<file path="src/rtl/lcgbr_pkg.sv">
`timescale 1ns / 1ps
// ============================================================================
// lcgbr_pkg
// Shared types and constants for the bounded LCG random number block.
// ============================================================================
package lcgbr_pkg;

    localparam int unsigned DATA_W = 32;
    localparam int unsigned CNT_W  = 5;     // log2 of DATA_W

    localparam logic [DATA_W-1:0] LCG_MUL    = 32'd3877;
    localparam logic [DATA_W-1:0] LCG_INC    = 32'd29573;
    localparam logic [DATA_W-1:0] SEED_RESET = 32'd42;

    localparam logic OP_DRAW = 1'b0;
    localparam logic OP_LOAD = 1'b1;

    typedef struct packed {
        logic              opcode;
        logic [DATA_W-1:0] operand_value;
    } req_t;

    typedef struct packed {
        logic [DATA_W-1:0] random_value;
        logic [DATA_W-1:0] current_seed;
    } rsp_t;

    // controller -> datapath
    typedef struct packed {
        logic take;      // request accepted this cycle
        logic step;      // advance seed, arm the divider
        logic div;       // one remainder iteration
        logic publish;   // load the output register
    } cmd_t;

    // datapath -> controller
    typedef struct packed {
        logic is_load;
        logic bound_zero;
        logic div_last;
    } sts_t;

endpackage

</file>
<file path="src/rtl/lcgbr_ctrl.sv">
`timescale 1ns / 1ps
// ============================================================================
// lcgbr_ctrl
// Sequencer: accept, seed step and 32 divides (nonzero draws only), hand-off.
// ============================================================================
module lcgbr_ctrl
(
    input  logic             clk,
    input  logic             rst_n,
    input  logic             req_valid,
    output logic             req_stall,
    output logic             rsp_valid,
    input  logic             rsp_stall,
    output lcgbr_pkg::cmd_t  cmd,
    input  lcgbr_pkg::sts_t  sts
);

    localparam logic [1:0] S_IDLE = 2'd0;
    localparam logic [1:0] S_STEP = 2'd1;
    localparam logic [1:0] S_DIV  = 2'd2;
    localparam logic [1:0] S_DONE = 2'd3;

    logic [1:0] state_reg;
    logic [1:0] state_next;
    logic       rsp_valid_reg;
    logic       rsp_valid_next;
    logic       out_free;

    assign req_stall = (state_reg != S_IDLE);
    assign rsp_valid = rsp_valid_reg;
    assign out_free  = !rsp_valid_reg || !rsp_stall;

    always_comb
    begin
        state_next  = state_reg;
        cmd.take    = 1'b0;
        cmd.step    = 1'b0;
        cmd.div     = 1'b0;
        cmd.publish = 1'b0;
        case (state_reg)
            S_IDLE:
            begin
                if (req_valid)
                begin
                    cmd.take = 1'b1;
                    if (sts.is_load || sts.bound_zero)
                        state_next = S_DONE;
                    else
                        state_next = S_STEP;
                end
            end
            S_STEP:
            begin
                cmd.step   = 1'b1;
                state_next = S_DIV;
            end
            S_DIV:
            begin
                cmd.div = 1'b1;
                if (sts.div_last)
                    state_next = S_DONE;
            end
            S_DONE:
            begin
                if (out_free)
                begin
                    cmd.publish = 1'b1;
                    state_next  = S_IDLE;
                end
            end
            default:
            begin
                state_next = S_IDLE;
            end
        endcase
    end

    always_comb
    begin
        rsp_valid_next = rsp_valid_reg;
        if (cmd.publish)
            rsp_valid_next = 1'b1;
        else if (rsp_valid_reg && !rsp_stall)
            rsp_valid_next = 1'b0;
    end

    always_ff @(posedge clk or negedge rst_n)
    begin
        if (!rst_n)
        begin
            state_reg     <= S_IDLE;
            rsp_valid_reg <= 1'b0;
        end
        else
        begin
            state_reg     <= state_next;
            rsp_valid_reg <= rsp_valid_next;
        end
    end

endmodule

</file>
<file path="src/rtl/lcgbr_dpath.sv">
`timescale 1ns / 1ps
// ============================================================================
// lcgbr_dpath
// Seed register, LCG update and radix-2 restoring remainder unit.
// ============================================================================
module lcgbr_dpath
(
    input  logic             clk,
    input  logic             rst_n,
    input  lcgbr_pkg::req_t  req,
    output lcgbr_pkg::rsp_t  rsp,
    input  lcgbr_pkg::cmd_t  cmd,
    output lcgbr_pkg::sts_t  sts
);

    localparam int unsigned W  = lcgbr_pkg::DATA_W;
    localparam int unsigned CW = lcgbr_pkg::CNT_W;

    logic [W-1:0]  seed_reg;
    logic [W-1:0]  seed_next;
    logic [W-1:0]  bound_reg;
    logic [W-1:0]  dvd_reg;
    logic [W-1:0]  rem_reg;
    logic [W-1:0]  value_reg;
    logic [CW-1:0] cnt_reg;
    lcgbr_pkg::rsp_t rsp_reg;

    logic [W-1:0]  lcg_val;
    logic [W:0]    shifted;
    logic [W:0]    trial;
    logic [W-1:0]  rem_new;

    assign sts.is_load    = (req.opcode == lcgbr_pkg::OP_LOAD);
    assign sts.bound_zero = (req.operand_value == '0);
    assign sts.div_last   = (cnt_reg == {CW{1'b1}});

    assign lcg_val = seed_reg * lcgbr_pkg::LCG_MUL + lcgbr_pkg::LCG_INC;

    // restoring step: shift in next dividend bit, subtract if it fits
    assign shifted = {rem_reg, dvd_reg[W-1]};
    assign trial   = shifted - {1'b0, bound_reg};
    assign rem_new = trial[W] ? shifted[W-1:0] : trial[W-1:0];

    always_comb
    begin
        seed_next = seed_reg;
        if (cmd.take && sts.is_load)
            seed_next = req.operand_value;
        else if (cmd.step)
            seed_next = lcg_val;
    end

    always_ff @(posedge clk or negedge rst_n)
    begin
        if (!rst_n)
            seed_reg <= lcgbr_pkg::SEED_RESET;
        else
            seed_reg <= seed_next;
    end

    always_ff @(posedge clk)
    begin
        if (cmd.take)
        begin
            bound_reg <= req.operand_value;
            value_reg <= '0;
        end
        if (cmd.step)
        begin
            dvd_reg <= lcg_val;
            rem_reg <= '0;
            cnt_reg <= '0;
        end
        if (cmd.div)
        begin
            dvd_reg <= {dvd_reg[W-2:0], 1'b0};
            rem_reg <= rem_new;
            cnt_reg <= cnt_reg + 1'b1;
            if (sts.div_last)
                value_reg <= rem_new;
        end
        if (cmd.publish)
        begin
            rsp_reg.random_value <= value_reg;
            rsp_reg.current_seed <= seed_reg;
        end
    end

    assign rsp = rsp_reg;

endmodule

</file>
<file path="src/rtl/lcg_bounded_random.sv">
`timescale 1ns / 1ps
// ============================================================================
// lcg_bounded_random
// 32-bit LCG with draws below a bound and seed load.
// ============================================================================
// One request at a time. A draw with a nonzero bound advances the seed to
// seed*3877+29573 (mod 2^32) and returns the new seed modulo the bound; a
// draw with bound zero returns 0 and keeps the seed; a load (opcode 1)
// replaces the seed and returns 0. Every response also carries the seed as
// it stands after the request. Seed resets to 42. A nonzero draw reaches the
// response register after a seed-update step, the bit-serial restoring
// remainder unit's iterations at one bit per cycle, and a hand-off that
// waits while the output register still holds an untaken response; loads
// and zero-bound draws go straight to the hand-off. The next request is
// taken the cycle after the hand-off, so requests never overlap.
// req_stall is high while a request is in work; the output register holds a
// finished response so the next request can be accepted while it waits to
// be taken.
module lcg_bounded_random
(
    input  logic             clk,
    input  logic             rst_n,
    input  logic             req_valid,
    output logic             req_stall,
    input  lcgbr_pkg::req_t  req,
    output logic             rsp_valid,
    input  logic             rsp_stall,
    output lcgbr_pkg::rsp_t  rsp
);

    lcgbr_pkg::cmd_t cmd;
    lcgbr_pkg::sts_t sts;

    lcgbr_ctrl u_ctrl
    (
        .clk       (clk),
        .rst_n     (rst_n),
        .req_valid (req_valid),
        .req_stall (req_stall),
        .rsp_valid (rsp_valid),
        .rsp_stall (rsp_stall),
        .cmd       (cmd),
        .sts       (sts)
    );

    lcgbr_dpath u_dpath
    (
        .clk   (clk),
        .rst_n (rst_n),
        .req   (req),
        .rsp   (rsp),
        .cmd   (cmd),
        .sts   (sts)
    );

endmodule

</file>
<file path="config.mk">
export PLATFORM = sky130hd
export DESIGN_NAME = lcg_bounded_random
export DESIGN_NICKNAME = d
export VERILOG_FILES = /design/src/rtl/lcgbr_pkg.sv /design/src/rtl/lcgbr_ctrl.sv /design/src/rtl/lcgbr_dpath.sv /design/src/rtl/lcg_bounded_random.sv
export SDC_FILE = /design/constraint.sdc
export NUM_CORES = 1
export LEC_CHECK = 0
export ABC_AREA = 1
export BUFFER_PORTS_ARGS = -buffer_cell sky130_fd_sc_hd__buf_2
export CAP_MARGIN = 0
export CORE_ASPECT_RATIO = 0.75
export CORE_MARGIN = 3
export CORE_UTILIZATION = 50
export CTS_BUF_LIST = sky130_fd_sc_hd__clkbuf_16
export DETAILED_ROUTE_END_ITERATION = 16
export PLACE_DENSITY = 0.67
export SLEW_MARGIN = 30
export SYNTH_ARGS = -nofsm -noshare
export SYNTH_HDL_FRONTEND = slang
export SYNTH_HIERARCHICAL = 1
export SYNTH_SLANG_ARGS = --single-unit
</file>
<file path="constraint.sdc">
create_clock -name clk -period 5.7 [get_ports clk]
set_input_delay 1.14 -clock clk [delete_from_list [all_inputs] [get_ports clk]]
set_output_delay 1.14 -clock clk [all_outputs]
set_load 0.05 [all_outputs]
</file>
==> impl_metrics.tcl <==
set metrics [dict create \
    cts_tree "built" \
    synth.distinct_cells 49 \
    drt-wirelength-per-cell_um 17.8 \
    dr.pass1.iters 6 \
    async_reset_ff_share_pct 15.1 \
    dp_slack_ns 0.188 \
    largest_reg_flops 64 \
    finalCoreUtilization_pct 56.5 \
    cts_max_level 1 \
    slew_viol_final 0 \
    finalSetupViolations 0 \
    grt_pass1_vias 14457 \
    drive_gt1_share_pct 12.3 \
    final_nets 2638 \
    grt_first_pass_wirelength_um 82400 \
    relSlewSlack_pct 42.4 \
    synthCells 2226 \
    fp.dieH_um 173 \
    cts_buffer_depth 3 \
    tns_ns 0 \
    max_stage_delay_ns 0.62 \
    hpwl_um 40000 \
    hold_viol 0 \
    synth_seq_cells 232 \
    dp_cells 2803 \
    yosysSeqAreaShare_pct 34.8 \
    crit_family "adder cells" \
    track_usage_pct 26.4 \
    worstPathRequired_ns 6.11 \
    layoutNonFillerInstCount 2849 \
    fin_crit_sh_pct 94.7 \
    worst_pin_slew_ns 0.863 \
    cts_setup_buffers 0 \
    synth_top_cell_by_area "edfxtp_1" \
    hold_buffers 0 \
    synth_top_area_share_pct 26.5 \
    cap_violations 0 \
    gp_congestion 1.00 \
    start_util_pct 51.2 \
    cp.arrival_ns 5.80 \
    hp-class "reg2reg" \
    dr_total_vias 14807 \
    area_growth_pct 10.5 \
    fin_worst_skew_ns 0.0168 \
    worstSetupEndpointType "register" \
    vias_per_cell 5.20 \
    fin_crit_ns 5.40 \
    wl_um 50800 \
    drc 0 \
    postCtsResizedCells 0 \
    grt_max_degree 64 \
    synth_most_common_cell "nand2_1" \
    clk_pin_slew_ns 0.06 \
    die_w_um 228 \
    slowest_stage "dfstp_2" \
    synth_area_leaders "edfxtp_1 27%, nand2_1 13%, fa_1 12%" \
    synth_area_per_cell_sq_um 8.33 \
    clkLatencyLatePin_ns 0.55 \
    overflow 0 \
    die_area_sq_mm 0.0395 \
    drtAntennaViolNets 0 \
    syn_area_sq_mm 0.0186 \
    grt_antenna_before_repair 0 \
    crit_fanout 7 \
    cp_num_buf_inv 5 \
    cts_root_buffer "clkbuf_16" \
    status "finished, final reports clean" \
    diodes 0 \
    synthTopCellsByCount "633 x nand2_1, 468 x inv_1, 164 x edfxtp_1, 156 x ha_1, 122 x nand3_1" \
    syn_nets 2529 \
    io_buffers 102 \
    cts_buffers 25 \
    synth_ff_type "edfxtp_1" \
    path_cells "inv_1 -> fa_1 -> inv_1 -> fa_1 -> fa_1 -> inv_1 -> fa_1 -> fa_1 -> inv_1 -> ha_1 -> nand2_1 -> nor2_1 -> inv_1 -> nor2_2 -> nand4_1 -> nand3b_1 -> xor2_2 -> nand3_1 -> nand2_1" \
    rows 60 \
    clock_sinks 232 \
    timing.fmax_ghz 0.185 \
    drt_iter0_markers 1343 \
    crit_type "reg2reg" \
    fin_ws_ns 0.304 \
    cp-start-kind "register" \
    rsz0062_at_grt "false" \
    pin_count 103 \
    coreArea_sq_mm 0.0363 \
    synth-edff-count 164 \
    synth-warning-count 6 \
]
==> stage by stage <==
step / area [sq um] / hold slack, ns
4_1_cts: 20500 / 0.430
3_3_place_gp: 19600 / 0.416
6_report: 20500 / 0.431
3_5_place_dp: 19600 / 0.415
5_1_grt: 20500 / 0.439
2_1_floorplan: 18600 / 0.409
==> worst register-to-register path: cells and delay by family (launching register included) <==
family                   cells  cell delay [ns]
AND/OR/NAND/NOR              7             1.20
buffers and inverters        5             0.40
flip-flops                   1             0.62
adder cells (fa/ha/maj)      6             2.82
XOR/XNOR                     1             0.22
==> routing by layer <==
metal	track usage, %	vias up	wire length [um]
met5	0	-	0
met4	5.36	0	1060
met3	4.36	57	4100
met2	37.1	571	20000
met1	42.5	6987	25700
li1	-	7192	-
==> final cells by class <==
cell class                 instances  area, sq um
fill                            3335        15800
multi-input combinational       1473        10100
sequential                       232         6470
inverter                         484         1820
timing repair buffer             119          653
clock buffer                      26          651
tap                              496          621
clock inverter                    19          208
==> kinds of logic after synthesis <==
logic type      after synthesis  share of synthesized area, %
fa+ha+maj                   266                          22.4
buf+inv                     521                          11.0
xor+xnor                     28                          1.32
compound gates              144                          4.65
flops                       232                          34.8
mux                           1                        0.0540
simple gates               1034                          25.7
==> cell usage in the layout (no fill, tap or decap), types with 32 or more instances in the layout <==
cell type,netlist,layout
a21oi_1,59,58
nand2_4,31,32
edfxtp_1,164,164
o21ai_0,47,47
fa_1,110,110
nor2_1,103,101
nand2_1,633,632
ha_1,156,156
dfxtp_1,33,33
inv_1,468,471
nand3_1,122,122
buf_2,3,101
==> final timing paths <==
kind | from | endpoint | slack, ns | depth (start not counted)
worst max-delay path | u_dpath/seed_reg[5]$_DFFE_PN1P_ | u_dpath/dvd_reg[21]$_DFFE_PP_ | 0.30 | 19
worst min-delay path | u_dpath/value_reg[3]$_DFF_P_ | u_dpath/rsp[35]$_DFFE_PP_ | 0.43 | 0
worst max register to register | u_dpath/seed_reg[5]$_DFFE_PN1P_ | u_dpath/dvd_reg[21]$_DFFE_PP_ | 0.30 | 19
worst min register to register | u_dpath/value_reg[3]$_DFF_P_ | u_dpath/rsp[35]$_DFFE_PP_ | 0.43 | 0
max in group asynchronous | rst_n | u_dpath/seed_reg[7]$_DFFE_PN0P_ | 4.64 | 1
min in group asynchronous | rst_n | u_ctrl/rsp_valid$_DFFE_PN0P_ | 0.60 | 1
Power is not shown: default switching activity piles up to over one toggle a cycle in this logic, so the estimate is an artifact.
